File: src/hdl/dmm_pkg.sv
// ----------------------------------------------------------------------------
// dmm_pkg
// shared widths, codes and types for the dense matrix multiply block
// ----------------------------------------------------------------------------
`default_nettype none

package dmm_pkg;

  localparam int unsigned SIZE_DEF = 16;

  localparam int unsigned IDX_W  = 6;
  localparam int unsigned VAL_W  = 16;
  localparam int unsigned PROD_W = 32;
  localparam int unsigned ACC_W  = 38;

  // input kind carried in tuser
  typedef enum logic {
    ACT_LOAD_B = 1'b0,
    ACT_A_ELEM = 1'b1
  } action_e;

  // broadcast from the sequencer to every cell of the row
  typedef struct packed {
    logic             mem_wr;
    logic             mem_rd;
    logic [IDX_W-1:0] mem_col;
    logic [IDX_W-1:0] mem_addr;
    logic [VAL_W-1:0] mem_wdata;
    logic [VAL_W-1:0] s1_value;
    logic             s1_v;
    logic             s2_v;
    logic             s2_first;
    logic             load;
    logic             shift;
  } dmm_ctl_t;

endpackage : dmm_pkg

`default_nettype wire

File: src/hdl/dmm_ram.sv
// ----------------------------------------------------------------------------
// dmm_ram
// generic single write port, single read port ram with registered read
// ----------------------------------------------------------------------------
`default_nettype none

module dmm_ram #(
  parameter int unsigned WIDTH = 16,
  parameter int unsigned DEPTH = 16,
  localparam int unsigned AW = (DEPTH > 1) ? $clog2(DEPTH) : 1
) (
  input  wire logic             clk_i,
  input  wire logic             we_i,
  input  wire logic [AW-1:0]    waddr_i,
  input  wire logic [WIDTH-1:0] wdata_i,
  input  wire logic             re_i,
  input  wire logic [AW-1:0]    raddr_i,
  output logic      [WIDTH-1:0] rdata_o
);

  logic [WIDTH-1:0] mem_q [DEPTH];
  logic [WIDTH-1:0] rdata_q;

  always_ff @(posedge clk_i) begin
    if (we_i) begin
      mem_q[waddr_i] <= wdata_i;
    end
    if (re_i) begin
      rdata_q <= mem_q[raddr_i];
    end
  end

  assign rdata_o = rdata_q;

endmodule : dmm_ram

`default_nettype wire

File: src/hdl/dmm_cell.sv
// ----------------------------------------------------------------------------
// dmm_cell
// one column of C: holds column IDX of B, multiplies, accumulates, and
// forms one stage of the result shift chain toward column 0
// ----------------------------------------------------------------------------
`default_nettype none

module dmm_cell
  import dmm_pkg::*;
#(
  parameter int unsigned SIZE = SIZE_DEF,
  parameter int unsigned IDX  = 0
) (
  input  wire logic             clk_i,
  input  wire logic             rst_ni,
  input  wire dmm_ctl_t         ctl_i,
  input  wire logic [ACC_W-1:0] res_i,
  output logic      [ACC_W-1:0] res_o
);

  localparam int unsigned AW = $clog2(SIZE);

  logic                     wr_sel;
  logic [VAL_W-1:0]         b_rdata;
  logic signed [PROD_W-1:0] prod_q;
  logic signed [ACC_W-1:0]  prod_x;
  logic signed [ACC_W-1:0]  acc_q;
  logic signed [ACC_W-1:0]  acc_d;
  logic [ACC_W-1:0]         res_q;

  assign wr_sel = ctl_i.mem_wr && (ctl_i.mem_col == IDX_W'(IDX));

  // entry k of this column is B[k][IDX]
  dmm_ram #(
    .WIDTH (VAL_W),
    .DEPTH (SIZE)
  ) u_bcol (
    .clk_i   (clk_i),
    .we_i    (wr_sel),
    .waddr_i (ctl_i.mem_addr[AW-1:0]),
    .wdata_i (ctl_i.mem_wdata),
    .re_i    (ctl_i.mem_rd),
    .raddr_i (ctl_i.mem_addr[AW-1:0]),
    .rdata_o (b_rdata)
  );

  assign prod_x = ACC_W'(prod_q);
  assign acc_d  = ctl_i.s2_first ? prod_x : (acc_q + prod_x);

  always_ff @(posedge clk_i) begin
    if (ctl_i.s1_v) begin
      prod_q <= $signed(ctl_i.s1_value) * $signed(b_rdata);
    end
    if (ctl_i.s2_v) begin
      acc_q <= acc_d;
    end
  end

  // result chain: capture the finished sum, then hand it toward column 0
  always_ff @(posedge clk_i or negedge rst_ni) begin
    if (!rst_ni) begin
      res_q <= '0;
    end else if (ctl_i.load) begin
      res_q <= acc_d;
    end else if (ctl_i.shift) begin
      res_q <= res_i;
    end
  end

  assign res_o = res_q;

endmodule : dmm_cell

`default_nettype wire

File: config.mk
export PLATFORM = sky130hd
export DESIGN_NAME = dmm_cell
export DESIGN_NICKNAME = d
export VERILOG_FILES = /design/src/hdl/dmm_pkg.sv /design/src/hdl/dmm_ram.sv /design/src/hdl/dmm_cell.sv
export SDC_FILE = /design/constraint.sdc
export NUM_CORES = 1
export LEC_CHECK = 0
export ABC_AREA = 1
export BUFFER_PORTS_ARGS = -buffer_cell sky130_fd_sc_hd__buf_2
export CAP_MARGIN = 20
export CELL_PAD_IN_SITES_DETAIL_PLACEMENT = 1
export CELL_PAD_IN_SITES_GLOBAL_PLACEMENT = 1
export CORE_UTILIZATION = 50
export CTS_CLUSTER_SIZE = 16
export DETAILED_ROUTE_END_ITERATION = 10
export GPL_TIMING_DRIVEN = 0
export PLACE_DENSITY = 0.9
export SYNTH_ARGS = -nofsm -noshare
export SYNTH_HDL_FRONTEND = slang
export SYNTH_SLANG_ARGS = --single-unit
File: constraint.sdc
create_clock -name clk_i -period 8.7 [get_ports clk_i]
set_clock_uncertainty 0.05 [all_clocks]
set_input_delay 0 -clock clk_i [delete_from_list [all_inputs] [get_ports clk_i]]
set_output_delay 0 -clock clk_i [all_outputs]
set_load 0.05 [all_outputs]
==> impl_metrics.toml, run 1 <==
[setup_path]
crit_path_start = "u_bcol.rdata_o[5]$_DFFE_PP_"
crit_arrival_ps = 7930
path_class = "reg2reg"
endpoint_kind = "flop"
reg2regPathDepth = 22
timing.rr.start = "u_bcol.rdata_o[5]$_DFFE_PP_"
crit_end = "prod_q[21]$_DFFE_PP_"
worstPathRequired_ps = 8960
r2r_end = "prod_q[21]$_DFFE_PP_"
r2r_slack_ps = 1030
start_kind = "flop"
cp_max_fo = 10

[global_route]
grt_pass1_wl_mm = 157
grt_max_degree = 39
grt_overflow_total = 0
grt_pass1_vias = 25400
grt_antenna_before_repair = 7
grt_util_all_layers_pct = 38.3

[route]
vias_per_cell = 6.08
ant_nets = 0
routedWlPerCell_um = 27.5
drcViolationCount = 0
dr.pass1.iters = 6
vias = 23200
routed_wl_mm = 105
drtIter0Drc = 2540

[clock_tree]
cts.sinks = 380
cts_made_buffers = 41
cts_htree_levels = 2
clk_pin_slew_ps = 70
worstSkewPairLatency_ps = 610
clock_path_buffers = 3
clock-root-buffer = "clkbuf_16"
post-cts-setup-buffer-count = 0
cts_tree = "built"

[synthesis]
avgSynthCellArea_um2 = 9.53
syn_area_um2 = 27300
yosysTopAreaCell = "edfxtp_1"
synthFlopType = "edfxtp_1"
synth_top_area_share_pct = 37.6
synthDistinctLibCells = 42
ys_seq_area_share_pct = 41.1
synth_warnings = 0
synth.area.top_cells = "edfxtp_1 38%, fa_1 19%, nand2_1 10%"
ys_ff_latch = 380
synth-edff-count = 342
syn-num-nets = 3339
syn_inst = 2866
postSynth.asyncResetShare_pct = 10.0
yosysMostFrequentCell = "nand2_1"
yosys-top-cells-count = "731 x nand2_1, 559 x inv_1, 342 x edfxtp_1"

[sta]
slew_violations = 0
hold_violations = 0
setup_viol = 0
timing.fmax_mhz = 130
worst_pin_slew_ps = 1090
setup_ws_ps = 1030
tns_ps = 0
period_needed_ps = 7670
rsz0062_at_grt = "false"
relSlewSlack_pct = 27.1
finalCritPeriodShare_pct = 88.2

[worst_hold_path]
min_path_type = "in2reg"
hold_depth = 4

[floorplan]
core_area_um2 = 53900
core.rowCount = 85
ios = 129
die_area_um2 = 55600
die_w_um = 236
die_y_um = 236
initial_utilization_pct = 50.7

[run]
drv_cap = 0

[finish]
drive_gt1_share_pct = 7.78
nets = 3562
fillers = 6046
flow.area_growth_from_synthesis_pct = 12.8

[status]
status = "completed"

[placed_design]
gp_congestion = 0.973
io_buffer_count = 113
placement.setup.worst_slack_ps = 1850
hpwl_mm = 72.1
-- cell type report --
class                   count  area (µm²)  area share, %
inverters                 561        2110           6.83
repair buffers            180        1280           4.15
clock buffers              50        1090           3.54
diodes                      4        10.0         0.0325
well taps                 696         871           2.83
multi-input cells        1806       13500           43.9
plain buffers             119         518           1.68
flip-flops and latches    380       11200           36.4
clock inverters            26         208          0.674
-- worst min path at each step --
stage / slack, ps / startpoint / end
3_3_place_gp: 90 / rst_ni / res_o[0]$_DFFE_PN0P_
2_1_floorplan: -350 / rst_ni / res_o[0]$_DFFE_PN0P_
3_5_place_dp: 140 / rst_ni / res_o[6]$_DFFE_PN0P_
6_report: 40 / ctl_i[1] / res_o[6]$_DFFE_PN0P_
4_1_cts: 20 / ctl_i[0] / res_o[33]$_DFFE_PN0P_
5_1_grt: 60 / ctl_i[2] / acc_q[4]$_DFFE_PP_
-- kinds of logic (layout without fill, tap and decap cells) --
logic type / Yosys count / count (layout) / share of synthesized area, %
DFF: 380 / 380 / 41.1
adders and majority gates: 382 / 382 / 24.7
buffers and inverters: 680 / 936 / 9.60
xor gates and xnor gates: 39 / 39 / 1.25
other: 0 / 4 / 0
AOI/OAI and AO/OA: 311 / 311 / 7.19
and+or+nand+nor: 1074 / 1074 / 16.2
-- registers in the layout (all words and copies together), names as in the netlist --
name	count
acc_q	38
res_o	38
u_bcol.rdata_o	16
u_bcol.mem_q	256
prod_q	32
-- layout by cell type, fill, tap and decap left out, types with 3 or more instances in the layout --
cell type      count
clkbuf_1          96
clkbuf_16         41
edfxtp_1         342
xnor2_1           19
clkinv_2          11
a31oi_1            6
buf_8              8
or2_2             12
buf_4              4
o21a_1             3
o21ai_0           26
a21o_1             8
buf_2            128
nor2_1           120
dfrtp_1           38
nor3_1            10
nand3b_1          14
clkinv_1           8
a22oi_1          128
nor2_2            16
or2_1              5
xor2_1            20
ha_1             119
fa_1             263
nand3_1          132
nand4_1           12
or4_1             16
buf_6              6
inv_1            559
dlygate4sd3_1     58
buf_1              5
nand2_1          731
clkbuf_8           3
diode_2            4
o21bai_1           6
a21oi_1          125
-- per-stage QoR --
stage	instance area [µm²]	std cells	hold slack, ps	utilization (%)
floorplan	27300	2866	-346	-
global placement	28800	3675	94.4	53.3
detailed placement	28900	3683	141	53.6
CTS	30800	3817	21.1	57.1
global route	30800	3818	64.1	57.1
finish	30800	3822	37.3	57.2
-- metal layers --
metal	GRT usage, %	vias to the layer above	wire (µm)
met3	10.3	520	11100
li1	-	9593	-
met4	25.2	6	7900
met2	62.3	1587	49100
met1	44.7	11500	37000
met5	0	-	34
-- critical path, stage by stage, from the launching register on --
cell      delay [ps]
edfxtp_1         410
clkbuf_1         480
clkbuf_1         680
nand2_1          130
inv_1            110
fa_1             410
inv_1             90
fa_1             440
fa_1             530
fa_1             690
inv_1            110
fa_1             560
inv_1             60
fa_1             540
inv_1             90
ha_1             380
nand2_1          150
nand2_1          110
a21boi_0         380
o21ai_0          220
a21oi_1          360
o21ai_0          170
xor2_1           190
-- what timing repair did --
item	CTS	global route
endpoints found under the hold margin	381	0
resized for setup	0	0
hold buffers	58	0
Power of run 1 is not shown: default switching activity piles up to over one toggle a cycle in this logic, so the estimate is an artifact.
==> run 2, diff against run 1 <==
==> constraint.sdc (replaced) <==
create_clock -name clk_i -period 8.7 [get_ports clk_i]
set_clock_uncertainty 0.05 [all_clocks]
set_input_delay 0.435 -clock clk_i [delete_from_list [all_inputs] [get_ports clk_i]]
set_output_delay 0.435 -clock clk_i [all_outputs]
set_load 0.05 [all_outputs]
==> impl_metrics.toml, run 2 (synthesis results as in run 1) <==
[status]
status = "completed"

[route]
vias = 23000
drcViolationCount = 0
routed_wl_mm = 101
top_layer_used = "met5"
ant_nets = 0
met1Wirelength_mm = 36.5
drtIter0Drc = 2336
vias_per_cell = 6.10
met3WireLength_mm = 9.77
dr.pass1.iters = 6
routedWlPerCell_um = 26.9
wl_met2_mm = 48.2

[run]
drv_cap = 0

[finish]
largest_reg_flops = 256
mostFrequentLayoutCell = "nand2_1"
layout_common_cells = "731 x nand2_1, 559 x inv_1, 342 x edfxtp_1"
regMostFlops = "u_bcol.mem_q"
nets = 3505
drive_gt1_share_pct = 7.93
flow.area_growth_from_synthesis_pct = 10.7

[sta]
setup_viol = 0
relSlewSlack_pct = 26.1
setup_ws_ps = 1120
period_needed_ps = 7580
slew_violations = 0
rsz0062_at_grt = "false"
timing.fmax_mhz = 132
tns_ps = 0
finalCritPeriodShare_pct = 87.2
worst_pin_slew_ps = 1110
hold_violations = 0

[placed_design]
gp_congestion = 0.973
hpwl_mm = 72.1
placement.setup.worst_slack_ps = 1690
io_buffer_count = 113

[setup_path]
timing.rr.start = "u_bcol.rdata_o[5]$_DFFE_PP_"
start_kind = "flop"
r2r_slack_ps = 1120
r2r_end = "prod_q[21]$_DFFE_PP_"
worstPathRequired_ps = 8970
crit_path_start = "u_bcol.rdata_o[5]$_DFFE_PP_"
cp_max_fo = 10
reg2regPathDepth = 22
crit_path_cell_trace = "clkbuf_1, clkbuf_1, nand2_1, inv_1, fa_1, inv_1, fa_1, fa_1, fa_1, inv_1, fa_1, inv_1, fa_1, inv_1, ha_1, nand2_1, nand2_1, a21boi_0, o21ai_0, a21oi_1, o21ai_0, xor2_1"
endpoint_kind = "flop"
crit_arrival_ps = 7850
cpMaxStageDelayCell = "fa_1"
path_class = "reg2reg"
critPathBufInv = 7
critPathMaxStageDelay_ps = 700
crit_family = "adder cells"
cp_common_cell = "fa_1"

[floorplan]
die_y_um = 236
core_area_um2 = 53900
ios = 129
core.rowCount = 85
die_w_um = 236
initial_utilization_pct = 50.7
die_area_um2 = 55600

[clock_tree]
worstSkewPairLatency_ps = 620
post-cts-setup-buffer-count = 0
clk_pin_slew_ps = 70
cts_made_buffers = 41
clock_path_buffers = 3
cts_htree_levels = 2
clock-root-buffer = "clkbuf_16"
cts.sinks = 380
cts_tree = "built"

[global_route]
grt_util_all_layers_pct = 36.9
grt_pass1_wl_mm = 152
grt_antenna_before_repair = 10
grt_overflow_total = 0
grt_pass1_vias = 24900
grt_max_degree = 39

[worst_hold_path]
min_from = "res_i[26]"
min_path_type = "in2reg"
whs_endpoint = "res_o[26]$_DFFE_PN0P_"
hold_depth = 3
==> run 2: changes by cell type in the layout (fill, tap and decap cells not counted), sizes merged <==
cell | before | now
dlygate4sd3 | 58 | 1
==> run 2: worst max path at each step <==
stage / cells after the start / slack [ps] / end
6_report: 22 / 1120 / prod_q[21]$_DFFE_PP_
2_1_floorplan: 21 / 2990 / prod_q[21]$_DFFE_PP_
3_5_place_dp: 26 / 1690 / prod_q[28]$_DFFE_PP_
4_1_cts: 22 / 1410 / prod_q[21]$_DFFE_PP_
5_1_grt: 22 / 980 / prod_q[21]$_DFFE_PP_
3_3_place_gp: 24 / 1800 / prod_q[28]$_DFFE_PP_
==> run 2: final cells by class <==
class	count	area (µm²)
clock buffers	50	1090
repair buffers	123	711
diodes	4	10.0
inverters	561	2110
fillers	6106	23700
flip-flops and latches	380	11200
multi-input cells	1806	13500
plain buffers	119	518
well taps	696	871
clock inverters	26	208
==> run 2: repair_timing <==
action,CTS,global route
endpoints found under the setup margin,0,0
resized for setup,0,0
endpoints found under the hold margin,38,0
hold buffers,1,0
==> run 2: metal layers <==
layer / up-vias / track usage [%]
met1: 11500 / 43.5
met3: 495 / 9.12
met4: 10 / 22.9
met5: - / 0
met2: 1505 / 60.7
li1: 9478 / -
==> run 2: worst reg2reg max path, stage by stage, from the launching register on <==
cell	delay [ps]
edfxtp_1	390
clkbuf_1	450
clkbuf_1	660
nand2_1	140
inv_1	110
fa_1	410
inv_1	90
fa_1	440
fa_1	520
fa_1	700
inv_1	120
fa_1	560
inv_1	60
fa_1	530
inv_1	80
ha_1	380
nand2_1	150
nand2_1	120
a21boi_0	420
o21ai_0	220
a21oi_1	350
o21ai_0	170
xor2_1	180
==> run 2: through the flow <==
stage	util, %	hold slack, ps	std cells	area (µm²)
global route	56.1	58.8	3764	30200
floorplan	-	89.4	2866	27300
CTS	56.1	47.1	3760	30200
finish	56.1	44.0	3765	30200
detailed placement	53.6	435	3683	28900
global placement	53.3	426	3675	28800
Power of run 2 is left out for the same reason.
